<file path="config.mk">
export PLATFORM = sky130hd
export DESIGN_NAME = grid_line_of_sight_walker_top
export DESIGN_NICKNAME = d
export VERILOG_FILES = /design/src/sv/glw_pkg.sv /design/src/sv/glw_front.sv /design/src/sv/glw_queue.sv /design/src/sv/glw_back.sv /design/src/sv/grid_line_of_sight_walker_top.sv
export SDC_FILE = /design/constraint.sdc
export NUM_CORES = 2
export LEC_CHECK = 0
export BUFFER_PORTS_ARGS = -buffer_cell sky130_fd_sc_hd__buf_2
export CAP_MARGIN = 20
export CORE_UTILIZATION = 40
export DETAILED_ROUTE_END_ITERATION = 10
export GPL_ROUTABILITY_DRIVEN = 0
export MAX_ROUTING_LAYER = met4
export PLACE_DENSITY = 0.64
export REMOVE_ABC_BUFFERS = 1
export SYNTH_ARGS = -nofsm -noshare
export SYNTH_HDL_FRONTEND = slang
export SYNTH_HIERARCHICAL = 1
export SYNTH_SLANG_ARGS = --single-unit
</file>
<file path="constraint.sdc">
create_clock -name clk_i -period 26.2 [get_ports clk_i]
set_clock_uncertainty 0.15 [all_clocks]
set_input_delay 5.24 -clock clk_i [delete_from_list [all_inputs] [get_ports clk_i]]
set_output_delay 5.24 -clock clk_i [all_outputs]
set_load 0.03 [all_outputs]
</file>
<file path="src/sv/glw_pkg.sv">
package glw_pkg;

  // grid geometry
  localparam int GRID_SIZE   = 32;
  localparam int MAX_RESULTS = 34;
  localparam int COORD_W     = 7;
  localparam int CELL_W      = 5;
  localparam int IDX_W       = $clog2(GRID_SIZE);
  localparam int CELLS       = GRID_SIZE * GRID_SIZE;
  localparam int ADDR_W      = $clog2(CELLS);
  localparam int CNT_W       = $clog2(MAX_RESULTS);

  // stream packing
  localparam int IN_FIELDS_W  = 4 * COORD_W + 1;
  localparam int IN_DATA_W    = ((IN_FIELDS_W + 7) / 8) * 8;
  localparam int OUT_FIELDS_W = 2 * CELL_W + 1;
  localparam int OUT_DATA_W   = ((OUT_FIELDS_W + 7) / 8) * 8;

  // command queue
  localparam int Q_DEPTH = 2;
  localparam int Q_PTR_W = $clog2(Q_DEPTH);
  localparam int Q_CNT_W = $clog2(Q_DEPTH + 1);

  typedef logic signed [COORD_W-1:0] coord_t;
  typedef logic        [COORD_W-1:0] mag_t;
  typedef logic signed [COORD_W+1:0] err_t;

  localparam coord_t GRID_LIM = COORD_W'(GRID_SIZE);

  // one classified item, ready for the walker
  typedef struct packed {
    logic              trace;
    logic              wr_en;
    logic [ADDR_W-1:0] wr_addr;
    logic              wr_val;
    logic              steep;
    coord_t            a0;
    coord_t            a1;
    coord_t            b0;
    mag_t              dminor;
    mag_t              dmajor;
    logic              dir_neg;
    logic              bstep_neg;
  } glw_cmd_t;

  typedef struct packed {
    logic full;
    logic empty;
  } glw_qstat_t;

  typedef struct packed {
    logic clearing;
    logic closing;
    logic emit;
    logic emit_hit;
  } glw_bstat_t;

  function automatic logic in_grid(coord_t r, coord_t c);
    return (r >= 0) && (r < GRID_LIM) && (c >= 0) && (c < GRID_LIM);
  endfunction

  function automatic logic [ADDR_W-1:0] cell_addr(coord_t r, coord_t c);
    return ADDR_W'(r[IDX_W-1:0]) * ADDR_W'(GRID_SIZE) + ADDR_W'(c[IDX_W-1:0]);
  endfunction

  function automatic mag_t abs_diff(coord_t x, coord_t y);
    logic signed [COORD_W:0] d;
    d = COORD_W'(0) + ({x[COORD_W-1], x} - {y[COORD_W-1], y});
    return d[COORD_W] ? mag_t'(-d) : mag_t'(d);
  endfunction

endpackage

</file>
<file path="src/sv/glw_front.sv">
module glw_front import glw_pkg::*; (
  input  logic                 kind_i,
  input  logic [IN_DATA_W-1:0] data_i,
  output glw_cmd_t             cmd_o
);

  coord_t r0, c0, r1, c1;
  logic   wall;
  mag_t   dr, dc;
  logic   steep;
  coord_t a0, a1, b0, b1;
  logic   wr_in;

  assign r0   = data_i[COORD_W-1:0];
  assign c0   = data_i[2*COORD_W-1:COORD_W];
  assign r1   = data_i[3*COORD_W-1:2*COORD_W];
  assign c1   = data_i[4*COORD_W-1:3*COORD_W];
  assign wall = data_i[4*COORD_W];

  assign dr    = abs_diff(r1, r0);
  assign dc    = abs_diff(c1, c0);
  assign steep = dr > dc;

  // rows lead on steep lines, columns otherwise
  assign a0 = steep ? r0 : c0;
  assign a1 = steep ? r1 : c1;
  assign b0 = steep ? c0 : r0;
  assign b1 = steep ? c1 : r1;

  assign wr_in = in_grid(r0, c0);

  always_comb begin
    cmd_o           = '0;
    cmd_o.trace     = kind_i;
    cmd_o.wr_en     = !kind_i && wr_in;
    cmd_o.wr_addr   = wr_in ? cell_addr(r0, c0) : '0;
    cmd_o.wr_val    = wall;
    cmd_o.steep     = steep;
    cmd_o.a0        = a0;
    cmd_o.a1        = a1;
    cmd_o.b0        = b0;
    cmd_o.dminor    = steep ? dc : dr;
    cmd_o.dmajor    = steep ? dr : dc;
    cmd_o.dir_neg   = a0 > a1;
    cmd_o.bstep_neg = !(b0 < b1);
  end

endmodule

</file>
<file path="src/sv/glw_queue.sv">
module glw_queue import glw_pkg::*; (
  input  logic       clk_i,
  input  logic       rst_ni,
  input  logic       push_i,
  input  glw_cmd_t   cmd_i,
  input  logic       pop_i,
  output glw_cmd_t   cmd_o,
  output glw_qstat_t stat_o
);

  glw_cmd_t               slot_q [Q_DEPTH];
  logic     [Q_PTR_W-1:0] wr_ptr_q, rd_ptr_q;
  logic     [Q_CNT_W-1:0] cnt_q;
  logic                   do_push, do_pop;

  assign stat_o.full  = cnt_q == Q_CNT_W'(Q_DEPTH);
  assign stat_o.empty = cnt_q == '0;
  assign do_push      = push_i && !stat_o.full;
  assign do_pop       = pop_i && !stat_o.empty;
  assign cmd_o        = slot_q[rd_ptr_q];

  always_ff @(posedge clk_i) begin
    if (do_push) begin
      slot_q[wr_ptr_q] <= cmd_i;
    end
  end

  always_ff @(posedge clk_i or negedge rst_ni) begin
    if (!rst_ni) begin
      wr_ptr_q <= '0;
      rd_ptr_q <= '0;
      cnt_q    <= '0;
    end else begin
      if (do_push) begin
        wr_ptr_q <= (wr_ptr_q == Q_PTR_W'(Q_DEPTH - 1)) ? '0 : wr_ptr_q + Q_PTR_W'(1);
      end
      if (do_pop) begin
        rd_ptr_q <= (rd_ptr_q == Q_PTR_W'(Q_DEPTH - 1)) ? '0 : rd_ptr_q + Q_PTR_W'(1);
      end
      if (do_push && !do_pop) begin
        cnt_q <= cnt_q + Q_CNT_W'(1);
      end else if (do_pop && !do_push) begin
        cnt_q <= cnt_q - Q_CNT_W'(1);
      end
    end
  end

endmodule

</file>
<file path="src/sv/glw_back.sv">
module glw_back import glw_pkg::*; (
  input  logic                  clk_i,
  input  logic                  rst_ni,
  input  glw_cmd_t              cmd_i,
  input  glw_qstat_t            qstat_i,
  output logic                  pop_o,
  input  logic                  out_ready_i,
  output logic                  out_valid_o,
  output logic [OUT_DATA_W-1:0] out_data_o,
  output logic                  out_user_o,
  output logic                  out_last_o,
  output glw_bstat_t            stat_o
);

  typedef enum logic [3:0] {
    ST_CLEAR = 4'b0001,
    ST_IDLE  = 4'b0010,
    ST_WALK  = 4'b0100,
    ST_CLOSE = 4'b1000
  } state_e;

  state_e state_q, state_d;

  logic              wall_mem_q [CELLS];
  logic              rd_q;
  logic [ADDR_W-1:0] rd_addr;
  logic              mem_we;
  logic [ADDR_W-1:0] mem_waddr;
  logic              mem_wdata;
  logic [ADDR_W-1:0] clr_q;

  coord_t            a_q, a_d, b_q, b_d;
  err_t              err_q, err_d, err_m;
  logic [CNT_W-1:0]  cnt_q, cnt_d;
  logic              steep_q, dir_neg_q, bstep_neg_q;
  coord_t            a1_q;
  mag_t              dminor_q, dmajor_q;
  logic              load;

  coord_t            row_q, col_q, row_d, col_d;
  logic              steep_d, cur_in, nxt_in, at_end, slot_free;
  coord_t            a_nx, b_nx;
  err_t              err_nx;

  logic              emit, emit_last, emit_hit;
  logic              ovalid_q;
  logic [CELL_W-1:0] orow_q, ocol_q;
  logic              ohit_q, ouser_q, olast_q;

  assign row_q     = steep_q ? a_q : b_q;
  assign col_q     = steep_q ? b_q : a_q;
  assign cur_in    = in_grid(row_q, col_q);
  assign at_end    = a_q == a1_q;
  assign slot_free = !ovalid_q || out_ready_i;

  // one bresenham step
  always_comb begin
    a_nx   = dir_neg_q ? a_q - coord_t'(1) : a_q + coord_t'(1);
    err_m  = err_q - $signed({2'b00, dminor_q});
    b_nx   = b_q;
    err_nx = err_m;
    if (err_m < 0) begin
      b_nx   = bstep_neg_q ? b_q - coord_t'(1) : b_q + coord_t'(1);
      err_nx = err_m + $signed({2'b00, dmajor_q});
    end
  end

  always_comb begin
    state_d   = state_q;
    a_d       = a_q;
    b_d       = b_q;
    err_d     = err_q;
    cnt_d     = cnt_q;
    load      = 1'b0;
    pop_o     = 1'b0;
    mem_we    = 1'b0;
    mem_waddr = clr_q;
    mem_wdata = 1'b0;
    emit      = 1'b0;
    emit_last = 1'b0;
    emit_hit  = 1'b0;
    unique case (state_q)
      ST_CLEAR: begin
        mem_we = 1'b1;
        if (clr_q == ADDR_W'(CELLS - 1)) begin
          state_d = ST_IDLE;
        end
      end
      ST_IDLE: begin
        if (!qstat_i.empty) begin
          pop_o = 1'b1;
          if (cmd_i.trace) begin
            load    = 1'b1;
            a_d     = cmd_i.a0;
            b_d     = cmd_i.b0;
            err_d   = $signed({3'b000, cmd_i.dmajor[COORD_W-1:1]});
            cnt_d   = '0;
            state_d = ST_WALK;
          end else begin
            mem_we    = cmd_i.wr_en;
            mem_waddr = cmd_i.wr_addr;
            mem_wdata = cmd_i.wr_val;
          end
        end
      end
      ST_WALK: begin
        if (at_end) begin
          state_d = ST_CLOSE;
        end else if (cur_in) begin
          if (slot_free) begin
            emit     = 1'b1;
            emit_hit = rd_q;
            cnt_d    = cnt_q + CNT_W'(1);
            if (rd_q || cnt_q == CNT_W'(MAX_RESULTS - 2)) begin
              state_d = ST_CLOSE;
            end else begin
              a_d   = a_nx;
              b_d   = b_nx;
              err_d = err_nx;
            end
          end
        end else begin
          a_d   = a_nx;
          b_d   = b_nx;
          err_d = err_nx;
        end
      end
      ST_CLOSE: begin
        if (slot_free) begin
          emit      = 1'b1;
          emit_last = 1'b1;
          state_d   = ST_IDLE;
        end
      end
      default: state_d = ST_IDLE;
    endcase
  end

  // wall bit of the cell that sits in the position registers next cycle
  assign steep_d = load ? cmd_i.steep : steep_q;
  assign row_d   = steep_d ? a_d : b_d;
  assign col_d   = steep_d ? b_d : a_d;
  assign nxt_in  = in_grid(row_d, col_d);
  assign rd_addr = nxt_in ? cell_addr(row_d, col_d) : '0;

  always_ff @(posedge clk_i) begin
    if (mem_we) begin
      wall_mem_q[mem_waddr] <= mem_wdata;
    end
    rd_q <= wall_mem_q[rd_addr];
  end

  always_ff @(posedge clk_i) begin
    a_q   <= a_d;
    b_q   <= b_d;
    err_q <= err_d;
    cnt_q <= cnt_d;
    if (load) begin
      steep_q     <= cmd_i.steep;
      a1_q        <= cmd_i.a1;
      dminor_q    <= cmd_i.dminor;
      dmajor_q    <= cmd_i.dmajor;
      dir_neg_q   <= cmd_i.dir_neg;
      bstep_neg_q <= cmd_i.bstep_neg;
    end
    if (emit) begin
      orow_q  <= emit_last ? '0 : row_q[CELL_W-1:0];
      ocol_q  <= emit_last ? '0 : col_q[CELL_W-1:0];
      ohit_q  <= emit_hit;
      ouser_q <= !emit_last;
      olast_q <= emit_last;
    end
  end

  always_ff @(posedge clk_i or negedge rst_ni) begin
    if (!rst_ni) begin
      state_q  <= ST_CLEAR;
      clr_q    <= '0;
      ovalid_q <= 1'b0;
    end else begin
      state_q <= state_d;
      if (state_q == ST_CLEAR) begin
        clr_q <= clr_q + ADDR_W'(1);
      end
      if (emit) begin
        ovalid_q <= 1'b1;
      end else if (out_ready_i) begin
        ovalid_q <= 1'b0;
      end
    end
  end

  assign out_valid_o = ovalid_q;
  assign out_data_o  = OUT_DATA_W'({ohit_q, ocol_q, orow_q});
  assign out_user_o  = ouser_q;
  assign out_last_o  = olast_q;

  assign stat_o.clearing = state_q == ST_CLEAR;
  assign stat_o.closing  = state_q == ST_CLOSE;
  assign stat_o.emit     = emit;
  assign stat_o.emit_hit = emit_hit;

endmodule

</file>
<file path="src/sv/grid_line_of_sight_walker_top.sv">
// channel  | dir | beat contents
// ---------+-----+------------------------------------------------------------
// s_axis   | in  | tuser: kind; tdata: start_row, start_col, end_row, end_col,
//          |     |   wall_value (lowest bits first)
// m_axis   | out | tuser: cell_valid; tdata: cell_row, cell_col, hit_wall;
//          |     |   tlast: closing marker of a trace
//
// a write item leaves the queue and updates the wall map from idle; a trace is loaded, then
// walks one major-axis step at a time (up to |major delta| steps, off-grid steps included),
// moves to the closing state at the end cell, which it does not emit, then sends the closing
// marker; the walker loop and its single memory read port set the pace of a trace
// after reset a clearing pass zeroes all GRID_SIZE squared (1024) cells of the wall map,
// one cell a cycle, with s_axis_tready low meanwhile
// a two-deep command queue keeps s_axis moving while the walker waits on m_axis
module grid_line_of_sight_walker_top import glw_pkg::*; (
  input  logic                  clk_i,
  input  logic                  rst_ni,
  input  logic                  s_axis_tvalid,
  output logic                  s_axis_tready,
  input  logic [IN_DATA_W-1:0]  s_axis_tdata,  // start_row, start_col, end_row, end_col, wall_value
  input  logic                  s_axis_tuser,  // kind
  output logic                  m_axis_tvalid,
  input  logic                  m_axis_tready,
  output logic [OUT_DATA_W-1:0] m_axis_tdata,  // cell_row, cell_col, hit_wall
  output logic                  m_axis_tuser,  // cell_valid
  output logic                  m_axis_tlast
);

  glw_cmd_t   front_cmd, head_cmd;
  glw_qstat_t qstat;
  glw_bstat_t bstat;
  logic       push, pop;

  // no item enters while the wall map is being cleared
  assign s_axis_tready = !qstat.full && !bstat.clearing;
  assign push          = s_axis_tvalid && s_axis_tready;

  // classify the beat: wall write or line setup
  glw_front u_front (
    .kind_i (s_axis_tuser),
    .data_i (s_axis_tdata),
    .cmd_o  (front_cmd)
  );

  // decouples intake from the walker
  glw_queue u_queue (
    .clk_i  (clk_i),
    .rst_ni (rst_ni),
    .push_i (push),
    .cmd_i  (front_cmd),
    .pop_i  (pop),
    .cmd_o  (head_cmd),
    .stat_o (qstat)
  );

  // wall map, bresenham walker and output register
  glw_back u_back (
    .clk_i       (clk_i),
    .rst_ni      (rst_ni),
    .cmd_i       (head_cmd),
    .qstat_i     (qstat),
    .pop_o       (pop),
    .out_ready_i (m_axis_tready),
    .out_valid_o (m_axis_tvalid),
    .out_data_o  (m_axis_tdata),
    .out_user_o  (m_axis_tuser),
    .out_last_o  (m_axis_tlast),
    .stat_o      (bstat)
  );

  // nothing leaves the block during the clearing pass
  assert property (@(posedge clk_i) disable iff (!rst_ni)
    bstat.clearing |-> !m_axis_tvalid)
    else $error("output beat during clearing pass");

  // a wall cell always ends the walk
  assert property (@(posedge clk_i) disable iff (!rst_ni)
    bstat.emit && bstat.emit_hit |=> bstat.closing)
    else $error("walk went on past a wall");

  // the closing marker carries no cell
  assert property (@(posedge clk_i) disable iff (!rst_ni)
    m_axis_tvalid && m_axis_tlast |-> !m_axis_tuser && m_axis_tdata == '0)
    else $error("closing marker carries cell data");

  // queue occupancy stays consistent
  assert property (@(posedge clk_i) disable iff (!rst_ni)
    !(qstat.full && qstat.empty))
    else $error("queue both full and empty");

endmodule
</file>
Yosys cells after proc, flatten, opt, wreduce, memory -nomap -nowiden
Memories as Yosys holds them, arrays and structs flattened. A register that Yosys moved wholly into a read port is not among the register bits.
Index checks and enable logic that the tools add are counted.
{ "word_totals": {"ff_bits": 85, "ram_bits": 1126, "wordCells": 199, "n_memories": 2} }
{ "memory_table": {"columns": ["memory", "words", "word_bits", "rd", "rd_ports_with_merged_regs", "write_ports", "line", "text"], "rows": [
  ["u_back.wall_mem_q", 1024, 1, 1, 1, 1, "glw_back.sv:24", "logic wall_mem_q [CELLS];"],
  ["u_queue.slot_q", 2, 51, 1, 0, 1, "glw_queue.sv:11", "glw_cmd_t slot_q [Q_DEPTH];"]
]} }
{ "op_classes": {"n_addsub": 18, "n_lt_le_gt_ge": 16, "eq_ne": 20, "n_mux": 84, "bitwise_logic": 3, "n_reduce_logical": 35} }
{ "op_table": {"columns": ["operator", "count"], "rows": [
  ["2-to-1 mux 7 bit", 27],
  ["2-to-1 mux 9 bit", 7],
  ["2-to-1 mux 10 bit", 5],
  [">= comparator 7 x 1 -> 1 bit, second input constant", 6],
  ["< comparator 7 bit, second input constant", 6],
  ["2-to-1 mux 4 bit", 8],
  ["2-to-1 mux 6 bit", 5],
  ["one-hot mux 7 bit (2 select lines)", 2],
  ["2-to-1 mux 1 bit", 23],
  ["adder 10 x 5 -> 10 bit", 2],
  ["one-hot mux 9 bit (2 select lines)", 1],
  ["logical AND 1 bit", 16],
  ["one-hot mux 4 bit (4 select lines)", 1],
  ["subtractor 7 x 7 -> 8 bit", 2],
  ["adder 7 x 2 -> 7 bit, second input constant", 2],
  ["greater-than comparator 7 bit", 2],
  ["negator 7 bit", 2],
  ["subtractor 7 x 2 -> 7 bit, second input constant", 2],
  ["one-hot mux 6 bit (2 select lines)", 1],
  ["AND reduction 6 bit", 2],
  ["adder 10 x 1 -> 10 bit, second input constant", 1],
  ["== test 10 bit, second input constant", 1],
  ["adder 9 x 8 -> 9 bit", 1],
  ["zero test 1 bit", 9],
  ["other kinds (26)", 42]
]} }

Longest topological paths before layout
{ "logic_depth": {"depth_word": 14, "depth_mapped": 26, "ltp_nobuf": 26} }

Hierarchy
The synthesis kept the hierarchy.
{ "modules_own_cells": {"columns": ["mod", "instances", "cells_per_inst", "area_per_inst_um2", "seq_area_each_um2"], "rows": [
  ["glw_back", 1, 4445, 50992.7, 32977.9],
  ["glw_queue", 1, 178, 4129.0, 3163.0],
  ["glw_front", 1, 285, 2063.2, 0.0],
  ["grid_line_of_sight_walker_top", 1, 2, 16.3, 0.0]
]} }

Worst setup path before layout
Ideal clock, no wire load.
{ "synth_timing": {"kind": "register to register", "start": "reg u_queue.rd_ptr_q", "end": "mem u_back.wall_mem_q[0], data pin", "setup_ps": 2878, "arrival_ps": 15131, "setup_slack_ps": 8041, "path_stages_with_launch": 9, "n_path_buf": 5, "period_less_slack_ps": 18159, "cell_sequence": "dfrtp_1 -> buf_6 -> buf_12 -> mux2_4 -> nor3_1 -> clkbuf_1 -> clkbuf_1 -> buf_1 -> and2_1"} }
{ "synth_rtl": {"columns": ["element", "line", "text"], "rows": [
  ["from (decl)", "glw_queue.sv:12", "logic [Q_PTR_W-1:0] wr_ptr_q, rd_ptr_q;"],
  ["from (signal assigned)", "glw_queue.sv:38", "rd_ptr_q <= (rd_ptr_q == Q_PTR_W'(Q_DEPTH - 1)) ? '0 : rd_ptr_q + Q_PTR_W'(1);"],
  ["to (decl)", "glw_back.sv:24", null]
]} }

Final worst setup path
{ "layout_timing": {"start": "in m_axis_tready", "end": "reg u_back.rd_q, read port of u_back.wall_mem_q"} }
{ "layout_between": {"elab_chain_cells": 11, "word_cells_on_any_way": 20, "classes_between": "1 x add/sub; 4 x order compare; 11 x mux; 4 x reduce/logical"} }
{ "layout_lines": {"columns": ["element", "line", "text"], "rows": [
  ["from (decl)", "grid_line_of_sight_walker_top.sv:23", "input logic m_axis_tready,"],
  ["logical OR 1 bit *", "glw_back.sv:54", "assign slot_free = !ovalid_q || out_ready_i;"],
  ["2-to-1 mux 7 bit", "glw_back.sv:110", "if (slot_free) begin"],
  ["2-to-1 mux 7 bit", "glw_back.sv:109", "end else if (cur_in) begin"],
  ["2-to-1 mux 7 bit", "glw_back.sv:107", "if (at_end) begin"],
  ["one-hot mux 7 bit (2 select lines)", "glw_back.sv:82", "unique case (state_q)"],
  ["2-to-1 mux 7 bit", "glw_back.sv:141", "assign row_d = steep_d ? a_d : b_d;"],
  [">= comparator 7 x 1 -> 1 bit / < comparator 7 bit (equally long branches)", "glw_pkg.sv:59", "return (r >= 0) && (r < GRID_LIM) && (c >= 0) && (c < GRID_LIM);"],
  ["logical AND 1 bit (3 in series)", "glw_pkg.sv:59", null],
  ["2-to-1 mux 10 bit *", "glw_back.sv:144", "assign rd_addr = nxt_in ? cell_addr(row_d, col_d) : '0;"],
  ["to (decl)", "glw_back.sv:25", "logic rd_q;"]
]} }
Every way passes the cells marked *; elsewhere a longest branch is shown, timed or not.
A chain may end at the register's enable or synchronous reset.

==> impl_results.md <==
* Outcome: finished, final reports clean
* Total Power at about 8.5 mW
* Worst-path clk slew at around 60 ps
* Worst Max-Slew Pin Slew at 1290 ps
* Fmax at roughly 90 MHz
* YS warnings at 6
* Port-buffer cells at between 40 and 50
* Avg Synthesized Cell Area at roughly 12 sq um
* Layout cells sized above 1 at a little under an eighth
* Final Hold Fails at 0
* Buffers and inverters on the worst path at 3
* NumNets Final at approximately 5,000
* Crit share post-route at 41.7%
* # hold bufs at CTS at 0
* Power Density at 134 mW/mm^2
* Relative slew slack at 13.8%
* First-pass GRT wire length at roughly 260,000 um
* Crit-path cells: buf_2, nor2b_1, a311oi_2, o22ai_1, a21oi_1, o2111ai_1, and2_2, buf_4, nand4_4, buf_4, o22ai_1, o41ai_2, o41ai_1, a2111oi_1, a211oi_1, a311oi_1, nand3_1
* Die X at 380 um
* Critical Path AT at about 11,000 ps
* Post-DP HPWL at roughly 97,000 um
* Root Driver: clkbuf_16
* Vias per cell at 6.11
* Max Cap Viol at 0
* Vias in the first global route at around 40,000
* H-tree depth at 4
* Cell Int Power at ~4.7 mW
* Crit-path slowest cell: a2111oi_1
* Mapped Area at between 0.05 and 0.06 sq mm
* Drt initial violations at roughly 6,800
* Tmin final at around 11,000 ps
* Layout fillers at approximately 13,000
* Routed wire length at ~180,000 um
* CTS tree: built
* RSZ-0062 raised after global routing: no
* Clock tree buffer depth at 3
* Clk_lat worst skew at 800 ps
* Initial antenna violation count at 5
* CP top delay family: compound AO/OA/AOI/OAI gates
* Via Count at 41,462
* Switching power share of the total at 45.3%
* I/O pin total at 57
* Worst EP required at ~27,000 ps
* Final setup violation count at 0
* Post-Layout Cell Count at roughly 6,800
* Routed len/inst at roughly 27 um
* DIE AREA at 0.144 sq mm
* Area grow syn2layout at 11.3%
* Residual DRC at 0
* Worst setup SP type: primary input
* Core area at 0.142 sq mm
* GRT Overall Usage at 25.5%
* CP Max Fanout at 43
* Gate Count Post-Synth at 4,908
* Drt first pass iters at 5
* Finished Cell Area at between 0.06 and 0.07 sq mm
* CP peak stage delay at 930 ps
* Num rows at ~140
* Critical Path End Type: flop
* Post-DP Area at around 0.059 sq mm
* VDD IR max at 0.152 mV
* Setup CP Type: in2reg
* Clock sink count at approximately 1,200
* Num CTS Buffers at 133
* Combinational fraction of design power at 50.0%
* Final core occ at around 45%
* Remaining Overflow, GRT at 0
* Placed cells at between 6,000 and 7,000
* Pleak at between 20 and 25 nW
* Die H at 380 um
* Sequential share of power at 29.2%
* TNS Setup at 0 ps
* Slew Viols, Final at 0
* Routed Antenna Nets at 0
* Largest net degree at the start of global routing at roughly 130
* Resized Gates After CTS at 0
* Switching Power at between 3 and 4 mW
* Starting Density at about two fifths
* Post-CTS setup buffers at 0
* Clock power frac at a little over a fifth
* Hold WC Path Type: reg2reg
## metal layers
metal  track usage, %  share of wire, %  vias to the layer above
li1                 -                 -                    17719
met1             32.8                38                    20717
met2             38.8                45                     2553
met3             5.42                12                      473
met4             11.0               4.5                        0
met5                -                 0                        -
## final timing paths
| path | startpoint | end | slack (ps) | depth (start not counted) |
|---|---|---|---|---|
| hold reg to reg | u_back/clr_q[9]$_DFFE_PN0P_ | u_back/clr_q[9]$_DFFE_PN0P_ | 360 | 1 |
| setup reg to reg | u_back/err_q[0]$_DFFE_PP_ | u_back/rd_q$_DFF_P_ | 18180 | 20 |
| hold / removal | u_back/clr_q[9]$_DFFE_PN0P_ | u_back/clr_q[9]$_DFFE_PN0P_ | 360 | 1 |
| min in group asynchronous | rst_ni | u_back/clr_q[6]$_DFFE_PN0P_ | 4280 | 1 |
| setup / recovery | m_axis_tready | u_back/rd_q$_DFF_P_ | 15270 | 17 |
| max in group asynchronous | rst_ni | u_queue/rd_ptr_q$_DFFE_PN0P_ | 21220 | 1 |
## worst reg2reg max path, delay by kind of cell, from the launching register on
| kind | cells | cell delay (ps) |
|---|---|---|
| AND/OR/NAND/NOR | 6 | 2260 |
| buffers and inverters | 4 | 1250 |
| AO/OA/AOI/OAI | 8 | 3250 |
| adder cells (fa/ha/maj) | 2 | 550 |
| flip-flops | 1 | 350 |
## registers in the layout, indices dropped and copies added, names as in the netlist
name / cells
u_queue/wr_ptr_q: 1
u_back/cnt_q: 6
u_back/b_q: 7
u_back/a1_q: 7
u_back/steep_q: 1
u_back/ocol_q: 5
u_back/dir_neg_q: 1
u_back/out_last_o: 1
u_back/orow_q: 5
u_queue/cnt_q: 2
u_back/clr_q: 10
u_back/state_q: 4
u_queue/slot_q: 102
u_back/dminor_q: 7
u_back/a_q: 7
u_back/dmajor_q: 7
u_back/wall_mem_q: 1024
u_back/ohit_q: 1
u_back/rd_q: 1
u_back/err_q: 9
u_back/out_user_o: 1
u_queue/rd_ptr_q: 1
u_back/out_valid_o: 1
u_back/bstep_neg_q: 1
## layout by cell type (no fill, tap or decap), drive strengths merged, types with 71 or more instances in the layout
cell type,n
clkbuf,179
o21ai,169
nand2,302
ha,71
mux2,90
nor2,1253
mux2i,166
edfxtp,1177
a21oi,159
buf,171
inv,82
nor3,103
o221ai,93
## per-stage QoR
step | hold slack (ps) | setup WS [ps]
after floorplan | 311 | 5800
after global placement | 329 | 14660
after detailed placement | 340 | 14720
after CTS | 355 | 15500
after global routing | 368 | 15260
final | 358 | 15270
## power groups by stage
stage | logic [mW] | clock network (mW) | registers (mW)
2_1_floorplan | 2.48 | 0 | 2.68
3_3_place_gp | 4.05 | 0 | 2.52
3_5_place_dp | 4.09 | 0 | 2.52
4_1_cts | 4.11 | 1.79 | 2.48
5_1_grt | 4.43 | 1.86 | 2.49
6_report | 4.25 | 1.77 | 2.48
## area by class of cell
| type | instances | area (sq um) | area share [%] |
|---|---|---|---|
| well taps | 1890 | 2360 | 3.71 |
| clock inverters | 53 | 477 | 0.749 |
| clock buffers | 179 | 3560 | 5.60 |
| inverters | 76 | 285 | 0.448 |
| multi-input cells | 3205 | 19200 | 30.2 |
| flip-flops and latches | 1212 | 36100 | 56.8 |
| diodes | 1 | 2.50 | 0.00393 |
| repair buffers | 171 | 1620 | 2.54 |
Note: power is estimated with default switching activity, not from simulation.
